<file path="src/sv/pwfd_pkg.sv">
// -----------------------------------------------------------------------------
// pwfd_pkg
// Types and constants of the protobuf wire field decoder.
// -----------------------------------------------------------------------------
`timescale 1ns / 1ps
`default_nettype none

package pwfd_pkg;

    localparam logic [23:0] MAX_MESSAGE_BYTES = 24'd65535;

    localparam int IN_TDATA_W  = 24;
    localparam int IN_TUSER_W  = 1;
    localparam int OUT_TDATA_W = 112;
    localparam int OUT_TUSER_W = 5;

    localparam logic [1:0] KIND_NONE    = 2'd0;
    localparam logic [1:0] KIND_SCALAR  = 2'd1;
    localparam logic [1:0] KIND_PAYLOAD = 2'd2;
    localparam logic [1:0] KIND_EMPTY   = 2'd3;

    localparam logic [2:0] WT_VARINT    = 3'd0;
    localparam logic [2:0] WT_FIXED64   = 3'd1;
    localparam logic [2:0] WT_DELIMITED = 3'd2;
    localparam logic [2:0] WT_FIXED32   = 3'd5;

    localparam logic [3:0] VARINT_LAST_INDEX = 4'd9;
    localparam logic [3:0] FIXED64_BYTES     = 4'd8;
    localparam logic [3:0] FIXED32_BYTES     = 4'd4;

    typedef enum logic [4:0] {
        PH_TAG     = 5'b00001,
        PH_VARINT  = 5'b00010,
        PH_LENGTH  = 5'b00100,
        PH_PAYLOAD = 5'b01000,
        PH_FIXED   = 5'b10000
    } phase_t;

    typedef struct packed {
        logic [7:0]  data_byte;
        logic        first_of_message;
        logic [15:0] message_length;
    } in_item_t;

    typedef struct packed {
        logic [1:0]  record_kind;
        logic [31:0] tag_field;
        logic [2:0]  tag_type;
        logic [63:0] scalar_value;
        logic [7:0]  payload_byte;
        logic        first_of_field;
        logic        last_of_field;
        logic        message_end;
        logic        stopped_early;
    } result_t;

    typedef struct packed {
        logic advance;
        logic load_result;
    } pipe_ctrl_t;

endpackage

`default_nettype wire

</file>
<file path="src/sv/protobuf_wire_field_decoder_unit.sv">
// -----------------------------------------------------------------------------
// protobuf_wire_field_decoder_unit
// Pipeline: 2 register stages (input reg, result reg); a result is offered on m_tvalid
// once its byte has passed the input register and been loaded into the result register.
// Throughput: one byte per cycle; the per-byte decode between the two registers sets it.
// A resultless byte still steps the parser; the output register stalls only on m_tready.
// Reset: synchronous, empties both registers; the parser idles until first_of_message.
// -----------------------------------------------------------------------------
`timescale 1ns / 1ps
`default_nettype none

module protobuf_wire_field_decoder_unit (
    input  wire logic         aclk,
    input  wire logic         aresetn,
    input  wire logic         s_tvalid,
    output logic              s_tready,
    // data_byte[7:0], message_length[23:8]
    input  wire logic [23:0]  s_tdata,
    // first_of_message[0]
    input  wire logic [0:0]   s_tuser,
    output logic              m_tvalid,
    input  wire logic         m_tready,
    // tag_field[31:0], tag_type[34:32], scalar_value[98:35],
    // payload_byte[106:99], zero[111:107]
    output logic [111:0]      m_tdata,
    // record_kind[1:0], first_of_field[2], last_of_field[3], stopped_early[4]
    output logic [4:0]        m_tuser,
    // message_end
    output logic              m_tlast
);

    pwfd_pkg::pipe_ctrl_t ctrl;
    pwfd_pkg::in_item_t   item;
    pwfd_pkg::result_t    res;
    pwfd_pkg::result_t    res_out;
    logic                 item_valid;
    logic                 res_valid;

    assign ctrl.advance     = item_valid && (!m_tvalid || m_tready);
    assign ctrl.load_result = ctrl.advance && res_valid;

    pwfd_in_reg u_in_reg (
        .aclk       (aclk),
        .aresetn    (aresetn),
        .s_tvalid   (s_tvalid),
        .s_tready   (s_tready),
        .s_tdata    (s_tdata),
        .s_tuser    (s_tuser),
        .ctrl       (ctrl),
        .item_valid (item_valid),
        .item       (item)
    );

    pwfd_step u_step (
        .aclk      (aclk),
        .aresetn   (aresetn),
        .ctrl      (ctrl),
        .item      (item),
        .res_valid (res_valid),
        .res       (res)
    );

    pwfd_out_reg u_out_reg (
        .aclk     (aclk),
        .aresetn  (aresetn),
        .ctrl     (ctrl),
        .res      (res),
        .m_tready (m_tready),
        .m_tvalid (m_tvalid),
        .res_out  (res_out)
    );

    assign m_tdata = {5'd0, res_out.payload_byte, res_out.scalar_value,
                      res_out.tag_type, res_out.tag_field};
    assign m_tuser = {res_out.stopped_early, res_out.last_of_field,
                      res_out.first_of_field, res_out.record_kind};
    assign m_tlast = res_out.message_end;

endmodule

`default_nettype wire

</file>
<file path="src/sv/pwfd_in_reg.sv">
// -----------------------------------------------------------------------------
// pwfd_in_reg
// Input register: captures one transaction and holds it until the parser takes it.
// -----------------------------------------------------------------------------
`timescale 1ns / 1ps
`default_nettype none

module pwfd_in_reg (
    input  wire logic                           aclk,
    input  wire logic                           aresetn,
    input  wire logic                           s_tvalid,
    output logic                                s_tready,
    input  wire logic [pwfd_pkg::IN_TDATA_W-1:0] s_tdata,
    input  wire logic [pwfd_pkg::IN_TUSER_W-1:0] s_tuser,
    input  wire pwfd_pkg::pipe_ctrl_t           ctrl,
    output logic                                item_valid,
    output pwfd_pkg::in_item_t                  item
);

    logic               valid_reg;
    logic               valid_next;
    pwfd_pkg::in_item_t item_reg;
    logic               accept;

    assign s_tready   = !valid_reg || ctrl.advance;
    assign accept     = s_tvalid && s_tready;
    assign item_valid = valid_reg;
    assign item       = item_reg;

    always_comb begin
        valid_next = valid_reg;
        if (accept) begin
            valid_next = 1'b1;
        end else if (ctrl.advance) begin
            valid_next = 1'b0;
        end
    end

    always_ff @(posedge aclk) begin
        if (!aresetn) begin
            valid_reg <= 1'b0;
        end else begin
            valid_reg <= valid_next;
        end
    end

    always_ff @(posedge aclk) begin
        if (accept) begin
            item_reg.data_byte        <= s_tdata[7:0];
            item_reg.message_length   <= s_tdata[23:8];
            item_reg.first_of_message <= s_tuser[0];
        end
    end

endmodule

`default_nettype wire

</file>
<file path="src/sv/pwfd_step.sv">
// -----------------------------------------------------------------------------
// pwfd_step
// Parser state and the per-byte decode of tags, varints, fixed and delimited values.
// -----------------------------------------------------------------------------
`timescale 1ns / 1ps
`default_nettype none

module pwfd_step (
    input  wire logic                aclk,
    input  wire logic                aresetn,
    input  wire pwfd_pkg::pipe_ctrl_t ctrl,
    input  wire pwfd_pkg::in_item_t  item,
    output logic                     res_valid,
    output pwfd_pkg::result_t        res
);

    pwfd_pkg::phase_t phase_reg, phase_next, r_phase;
    logic [63:0] acc_reg, acc_next, r_acc;
    logic [3:0]  vidx_reg, vidx_next, r_vidx;
    logic [31:0] fn_reg, fn_next, r_fn;
    logic [2:0]  wt_reg, wt_next, r_wt;
    logic [15:0] blm_reg, blm_next, r_blm;
    logic [15:0] blv_reg, blv_next, r_blv;
    logic        halt_reg, halt_next, r_halt;

    logic [15:0] len_sat;
    logic [15:0] blm_dec;
    logic [15:0] blv_dec;
    logic        end_flag;
    logic [5:0]  vshift;
    logic [63:0] vacc;
    logic        vdone;
    logic [3:0]  fix_total;
    logic [3:0]  fix_diff;
    logic [63:0] fix_acc;
    logic [3:0]  fix_need;
    logic        do_halt;

    always_comb begin
        len_sat = ({8'd0, item.message_length} > pwfd_pkg::MAX_MESSAGE_BYTES)
                ? pwfd_pkg::MAX_MESSAGE_BYTES[15:0] : item.message_length;

        r_phase = phase_reg;
        r_acc   = acc_reg;
        r_vidx  = vidx_reg;
        r_fn    = fn_reg;
        r_wt    = wt_reg;
        r_blm   = blm_reg;
        r_blv   = blv_reg;
        r_halt  = halt_reg;
        if (item.first_of_message) begin
            r_phase = pwfd_pkg::PH_TAG;
            r_acc   = '0;
            r_vidx  = '0;
            r_fn    = '0;
            r_wt    = '0;
            r_blm   = len_sat;
            r_blv   = '0;
            r_halt  = 1'b0;
        end

        phase_next = r_phase;
        acc_next   = r_acc;
        vidx_next  = r_vidx;
        fn_next    = r_fn;
        wt_next    = r_wt;
        blm_next   = r_blm;
        blv_next   = r_blv;
        halt_next  = r_halt;
        res_valid  = 1'b0;
        res        = '0;
        do_halt    = 1'b0;

        blm_dec  = r_blm - 16'd1;
        end_flag = (blm_dec == 16'd0);
        blv_dec  = (r_blv != 16'd0) ? (r_blv - 16'd1) : 16'd0;

        vshift = 6'(({3'd0, r_vidx} << 3) - {3'd0, r_vidx});
        vacc   = r_acc | (64'(item.data_byte[6:0]) << vshift);
        vdone  = !item.data_byte[7] || (r_vidx >= pwfd_pkg::VARINT_LAST_INDEX) || end_flag;

        fix_total = (r_wt == pwfd_pkg::WT_FIXED64) ? pwfd_pkg::FIXED64_BYTES
                                                   : pwfd_pkg::FIXED32_BYTES;
        fix_diff  = fix_total - r_blv[3:0];
        fix_acc   = r_acc | (64'(item.data_byte) << {fix_diff[2:0], 3'b000});
        fix_need  = (vacc[2:0] == pwfd_pkg::WT_FIXED64) ? pwfd_pkg::FIXED64_BYTES
                                                        : pwfd_pkg::FIXED32_BYTES;

        if (r_blm != 16'd0) begin
            blm_next        = blm_dec;
            res.message_end = end_flag;
            if (r_halt) begin
                if (end_flag) begin
                    res_valid         = 1'b1;
                    res.record_kind   = pwfd_pkg::KIND_NONE;
                    res.stopped_early = 1'b1;
                end
            end else begin
                unique case (r_phase)
                    pwfd_pkg::PH_VARINT: begin
                        acc_next  = vacc;
                        vidx_next = vdone ? 4'd0 : (r_vidx + 4'd1);
                        if (vdone) begin
                            res_valid        = 1'b1;
                            res.record_kind  = pwfd_pkg::KIND_SCALAR;
                            res.scalar_value = vacc;
                            acc_next         = '0;
                            phase_next       = pwfd_pkg::PH_TAG;
                        end
                    end
                    pwfd_pkg::PH_LENGTH: begin
                        acc_next  = vacc;
                        vidx_next = vdone ? 4'd0 : (r_vidx + 4'd1);
                        if (vdone) begin
                            if (vacc == 64'd0) begin
                                phase_next      = pwfd_pkg::PH_TAG;
                                res_valid       = 1'b1;
                                res.record_kind = pwfd_pkg::KIND_EMPTY;
                            end else if (vacc > {48'd0, blm_dec}) begin
                                do_halt = 1'b1;
                            end else begin
                                blv_next   = vacc[15:0];
                                phase_next = pwfd_pkg::PH_PAYLOAD;
                                if (end_flag) begin
                                    res_valid       = 1'b1;
                                    res.record_kind = pwfd_pkg::KIND_NONE;
                                end
                            end
                        end
                    end
                    pwfd_pkg::PH_PAYLOAD: begin
                        blv_next           = blv_dec;
                        res_valid          = 1'b1;
                        res.record_kind    = pwfd_pkg::KIND_PAYLOAD;
                        res.payload_byte   = item.data_byte;
                        res.first_of_field = ({48'd0, r_blv} == r_acc);
                        res.last_of_field  = (blv_dec == 16'd0);
                        if (blv_dec == 16'd0) begin
                            phase_next = pwfd_pkg::PH_TAG;
                            acc_next   = '0;
                        end
                    end
                    pwfd_pkg::PH_FIXED: begin
                        acc_next = fix_acc;
                        blv_next = blv_dec;
                        if (blv_dec == 16'd0) begin
                            res_valid        = 1'b1;
                            res.record_kind  = pwfd_pkg::KIND_SCALAR;
                            res.scalar_value = fix_acc;
                            acc_next         = '0;
                            phase_next       = pwfd_pkg::PH_TAG;
                        end
                    end
                    default: begin
                        acc_next  = vacc;
                        vidx_next = vdone ? 4'd0 : (r_vidx + 4'd1);
                        if (vdone) begin
                            fn_next  = vacc[34:3];
                            wt_next  = vacc[2:0];
                            acc_next = '0;
                            unique case (vacc[2:0]) inside
                                pwfd_pkg::WT_VARINT: begin
                                    if (end_flag) begin
                                        res_valid       = 1'b1;
                                        res.record_kind = pwfd_pkg::KIND_SCALAR;
                                    end else begin
                                        phase_next = pwfd_pkg::PH_VARINT;
                                    end
                                end
                                pwfd_pkg::WT_DELIMITED: begin
                                    if (end_flag) begin
                                        res_valid       = 1'b1;
                                        res.record_kind = pwfd_pkg::KIND_EMPTY;
                                    end else begin
                                        phase_next = pwfd_pkg::PH_LENGTH;
                                    end
                                end
                                pwfd_pkg::WT_FIXED64, pwfd_pkg::WT_FIXED32: begin
                                    if (blm_dec < {12'd0, fix_need}) begin
                                        do_halt = 1'b1;
                                    end else begin
                                        blv_next   = {12'd0, fix_need};
                                        phase_next = pwfd_pkg::PH_FIXED;
                                    end
                                end
                                default: begin
                                    do_halt = 1'b1;
                                end
                            endcase
                        end
                    end
                endcase
                if (do_halt) begin
                    halt_next         = 1'b1;
                    phase_next        = pwfd_pkg::PH_TAG;
                    acc_next          = '0;
                    res_valid         = 1'b1;
                    res.record_kind   = pwfd_pkg::KIND_NONE;
                    res.stopped_early = 1'b1;
                end
            end
        end
        res.tag_field = fn_next;
        res.tag_type  = wt_next;
    end

    always_ff @(posedge aclk) begin
        if (!aresetn) begin
            phase_reg <= pwfd_pkg::PH_TAG;
            acc_reg   <= '0;
            vidx_reg  <= '0;
            fn_reg    <= '0;
            wt_reg    <= '0;
            blm_reg   <= '0;
            blv_reg   <= '0;
            halt_reg  <= 1'b0;
        end else if (ctrl.advance) begin
            phase_reg <= phase_next;
            acc_reg   <= acc_next;
            vidx_reg  <= vidx_next;
            fn_reg    <= fn_next;
            wt_reg    <= wt_next;
            blm_reg   <= blm_next;
            blv_reg   <= blv_next;
            halt_reg  <= halt_next;
        end
    end

endmodule

`default_nettype wire

</file>
<file path="src/sv/pwfd_out_reg.sv">
// -----------------------------------------------------------------------------
// pwfd_out_reg
// Result register: holds one result transaction until the master side takes it.
// -----------------------------------------------------------------------------
`timescale 1ns / 1ps
`default_nettype none

module pwfd_out_reg (
    input  wire logic                 aclk,
    input  wire logic                 aresetn,
    input  wire pwfd_pkg::pipe_ctrl_t ctrl,
    input  wire pwfd_pkg::result_t    res,
    input  wire logic                 m_tready,
    output logic                      m_tvalid,
    output pwfd_pkg::result_t         res_out
);

    logic              valid_reg;
    logic              valid_next;
    pwfd_pkg::result_t res_reg;

    assign m_tvalid = valid_reg;
    assign res_out  = res_reg;

    always_comb begin
        valid_next = valid_reg;
        if (ctrl.load_result) begin
            valid_next = 1'b1;
        end else if (m_tready) begin
            valid_next = 1'b0;
        end
    end

    always_ff @(posedge aclk) begin
        if (!aresetn) begin
            valid_reg <= 1'b0;
        end else begin
            valid_reg <= valid_next;
        end
    end

    always_ff @(posedge aclk) begin
        if (ctrl.load_result) begin
            res_reg <= res;
        end
    end

endmodule

`default_nettype wire

</file>
<file path="config.mk">
export PLATFORM = sky130hd
export DESIGN_NAME = protobuf_wire_field_decoder_unit
export DESIGN_NICKNAME = d
export VERILOG_FILES = /design/src/sv/pwfd_pkg.sv /design/src/sv/protobuf_wire_field_decoder_unit.sv /design/src/sv/pwfd_in_reg.sv /design/src/sv/pwfd_step.sv /design/src/sv/pwfd_out_reg.sv
export SDC_FILE = /design/constraint.sdc
export NUM_CORES = 1
export LEC_CHECK = 0
export BUFFER_PORTS_ARGS = -buffer_cell sky130_fd_sc_hd__buf_2
export CAP_MARGIN = 10
export CORE_UTILIZATION = 55
export DETAILED_ROUTE_END_ITERATION = 6
export HOLD_SLACK_MARGIN = 0.06
export PLACE_DENSITY_LB_ADDON = 0.2
export SYNTH_ARGS = -nofsm -noshare
export SYNTH_HDL_FRONTEND = slang
export SYNTH_SLANG_ARGS = --single-unit
</file>
<file path="constraint.sdc">
create_clock -name aclk -period 16.85 [get_ports aclk]
set_input_delay 3.37 -clock aclk [delete_from_list [all_inputs] [get_ports aclk]]
set_output_delay 3.37 -clock aclk [all_outputs]
set_load 0.1 [all_outputs]
</file>
==> impl_summary.txt <==
----------------------------------------------------
[Clocking]
  TritonCTS clock tree ... built
  CTS H-tree depth ... 1
  Number of buffers inserted during clock tree synthesis ... 31
  Clock-pin slew of the registers on the worst-case setup and hold paths ... 0.06 ns
  Hold bufs inserted after CTS ... 0
  Number of buffers on the longest clock path ... 3
  Insertion delay to the later sink of the worst-skew pair ... 0.60 ns
  Clock root cell ... sky130_fd_sc_hd__clkbuf_16
  Number of gates resized after cts ... 0
  Number of sinks driven by the clock tree ... about 280
  Post-CTS setup buffer count ... 0

[Floorplanning]
  Effective utilization at floorplan ... 55.8%
  Chip width ... between 150 and 200 µm
  Floorplan Core Area ... between 0.03 and 0.04 mm²
  Die ar. ... 0.0338 mm²
  # rows ... 66
  Chip height ... roughly 180 µm
  I/O pin count ... roughly 150

[Yosys]
  Total of flip-flops plus latches after synthesis ... roughly 280
  Post-Synthesis Cells ... around 2200
  Post-synth top cells ... sky130_fd_sc_hd__nor2_1, sky130_fd_sc_hd__a21oi_1, sky130_fd_sc_hd__nand2_1, sky130_fd_sc_hd__dfxtp_1, sky130_fd_sc_hd__edfxtp_1
  Most instantiated library cell after synthesis ... sky130_fd_sc_hd__nor2_1
  Largest area contributor in the synthesized netlist ... sky130_fd_sc_hd__edfxtp_1
  Mean post-synth cell area ... just over 8 µm²
  Area fraction of the dominant cell type after synthesis ... about 23%
  Post-synth EDFFs ... 138
  Predominant post-synthesis flop cell ... sky130_fd_sc_hd__dfxtp_1
  Library cells used by synthesis ... between 100 and 150
  Biggest area contributors in the synthesized netlist ... sky130_fd_sc_hd__edfxtp_1, sky130_fd_sc_hd__dfxtp_1, sky130_fd_sc_hd__a21oi_1
  Seq/Total Area, Yosys ... between 30 and 40%
  Syn Std Cell Area ... 0.0182 mm²
  Total number of yosys warnings ... 0
  Post-synthesis async set-or-reset flop share ... 0%

[Drt]
  Number of detailed-routing iterations run before antenna repair ... 7
  DRT antenna net count ... 0
  Remaining DRCs ... 0
  Avg WL per Cell ... roughly 28 µm
  Ratio of routed vias to standard cells ... approximately 7.1
  Total length of routed wires ... about 76000 µm
  Number of design-rule violations left by the first detailed-router iteration ... 2758
  Number of vias in the routed layout ... between 15000 and 20000

[Power]
  Power per Cell Area ... ~90 mW/mm²
  Peak ir drop on the vdd network ... about 0.097 mV
  Cell leakage power ... just over 7 nW

[Critical path]
  Cell family with most CP delay ... compound AO/OA/AOI/OAI gates
  CP Data Arrival Time ... 8.16 ns
  Standard cell with the maximum stage delay on the critical path ... sky130_fd_sc_hd__ha_1
  Critical path class ... reg2reg
  Maximum fanout along the worst path ... 145
  Cell breakdown of the critical path ... buf_12, nand2b_1, inv_1, ha_1, nor2b_1, a311oi_4, o32ai_1, o21ai_0, nand2_1, ha_1, nand2_1, nor4_1, o21ai_0, a41oi_1, a211oi_1, a21o_1, or2_2, a31oi_4, nor2_1, nor4b_1, nor3_2, buf_4
  Crit end category ... flop
  Max incr delay on CP ... between 0.9 and 1 ns
  Source of the critical timing path ... u_in_reg.item[16]$_DFFE_PP_
  Crit path buffers/inverters ... 3
  Origin of the critical flop-to-flop path ... u_in_reg.item[16]$_DFFE_PP_
  Worst setup SP type ... flop
  Data required time of the worst path ... around 17 ns

[Final layout]
  Fillcell total ... just under 3000
  Fraction of final layout cells sized beyond drive strength 1 ... between 10% and 20%
  Count of antenna diodes in the layout ... 0
  Max reg flops ... approximately 110
  Synthesis-to-layout area growth ... 11.4%
  Util after Layout ... slightly above 60%
  Number of nets in the layout ... around 2300

[Timing]
  Setup violation total in the final timing report ... 0
  Tmin final ... slightly below 8 ns
  Slew margin rel. ... under 10%
  Sum Neg Setup Slack ... 0 ns
  Unrepaired setup endpoints after global routing ... no
  Transition time at the pin with the least slew margin ... 1.38 ns
  Max Fclk ... around 130 MHz
  Final Skew ... between 0.02 and 0.025 ns
  Period Utilization, post-route ... between 40 and 50%
  Number of pins exceeding their max-slew limit in the final report ... 0
  Endpoints failing hold ... 0

[Placed design]
  Global placement routability congestion ... approximately 1.1
  Half-perimeter wire length of the detailed placement result ... between 50000 and 60000 µm
  IO buf count ... between 100 and 150

[Min path]
  Classification of the worst-slack hold path ... reg2reg
  Hold Startpoint ... u_step.fn_reg[12]$_SDFFE_PN0P_

[GRT]
  Leftover overflow at the end of global routing ... 0
  Maximum number of pins on one net before global-route repair ... roughly 150
  Wire length of the first global-routing pass ... 113000 µm
  Via count of the first global-routing pass ... ~18000
  Antenna violations before repair ... 2
  GRT Total Usage ... between 40% and 50%

[Flow run]
  Max-Cap Viols ... 0

[Outcome]
  Outcome ... finished, final reports clean

----------------------------------------------------
layer usage:
metal  share of wire (%)  up-vias  wire [µm]  track usage (%)
li1                    -     8374          -                -
met4                 9.9        2       7540             34.7
met3                  12      467       9280             12.0
met2                  42     1596      32300             67.2
met1                  35     9047      27000             54.0
met5               0.017        -         13                0
path summary, 6_finish.rpt:
kind	to	slack [ns]	depth (start not counted)
worst max register to register	u_out_reg.res_out[34]$_SDFFCE_PP0P_	8.90	22
worst max-delay path	u_out_reg.res_out[34]$_SDFFCE_PP0P_	8.90	22
worst min register to register	u_step.fn_reg[12]$_SDFFE_PN0P_	0.46	2
worst min-delay path	u_step.fn_reg[12]$_SDFFE_PN0P_	0.46	2
placed cells by master (no fill, tap or decap), types with 17 or more instances in the layout:
cell type,n
sky130_fd_sc_hd__o22ai_1,34
sky130_fd_sc_hd__nand4_1,19
sky130_fd_sc_hd__ha_1,21
sky130_fd_sc_hd__inv_1,35
sky130_fd_sc_hd__dfxtp_1,143
sky130_fd_sc_hd__clkbuf_16,31
sky130_fd_sc_hd__nor4_1,35
sky130_fd_sc_hd__nor3_1,75
sky130_fd_sc_hd__a31oi_1,44
sky130_fd_sc_hd__nand2_1,220
sky130_fd_sc_hd__a211oi_1,17
sky130_fd_sc_hd__o21ai_0,132
sky130_fd_sc_hd__edfxtp_1,138
sky130_fd_sc_hd__nand3_1,66
sky130_fd_sc_hd__a22oi_1,67
sky130_fd_sc_hd__nor2b_1,40
sky130_fd_sc_hd__nor2_1,304
sky130_fd_sc_hd__buf_2,143
sky130_fd_sc_hd__xnor2_1,32
sky130_fd_sc_hd__a22o_1,21
sky130_fd_sc_hd__a21oi_1,235
sky130_fd_sc_hd__mux2i_1,20
sky130_fd_sc_hd__buf_4,48
cells by family (layout without fill, tap and decap cells):
kind of cell             after synthesis  in the layout  synth area share, %
other                                  1              5               0.0206
XOR/XNOR                              40             40                 1.93
AND/OR/NAND/NOR                      900            900                 24.1
multiplexers                          30             30                 1.80
buffers and inverters                231            289                 5.50
flip-flops                           281            281                 38.6
AO/OA/AOI/OAI                        737            737                 26.6
adder cells (fa/ha/maj)               21             21                 1.45
final cells by class:
type	count	area [µm²]	area share, %
multi-input cells	1733	10300	50.7
clock inverters	17	298	1.47
clock buffers	40	860	4.25
repair buffers	193	1100	5.44
flip-flops and latches	281	7010	34.6
well taps	442	553	2.73
inverters	39	148	0.730
metrics by stage:
step | hold WS [ns] | area, µm² | total power, mW | worst slack (ns) | cells
after detailed placement | 0.451 | 19100 | 1.05 | 9.08 | 2687
after global placement | 0.442 | 19100 | 1.04 | 9.28 | 2687
after floorplan | 0.436 | 18200 | 0.963 | 2.27 | 2245
after global routing | 0.489 | 20200 | 1.86 | 8.55 | 2745
after CTS | 0.460 | 20200 | 1.81 | 9.06 | 2744
final | 0.460 | 20200 | 1.82 | 8.90 | 2745
power by group:
part / internal (mW) / leakage (nW) / switching [mW]
combinational: 0.0748 / 4.02 / 0.226
sequential: 0.733 / 2.59 / 0.0132
clock: 0.480 / 0.554 / 0.291
tightest hold or removal path, stage by stage, from the launching register on:
cell and delay [ns]:
sky130_fd_sc_hd__dfxtp_1 0.31, sky130_fd_sc_hd__nand2_1 0.05, sky130_fd_sc_hd__a21oi_1 0.05
No activity file was read; power rests on OpenSTA's default activity.
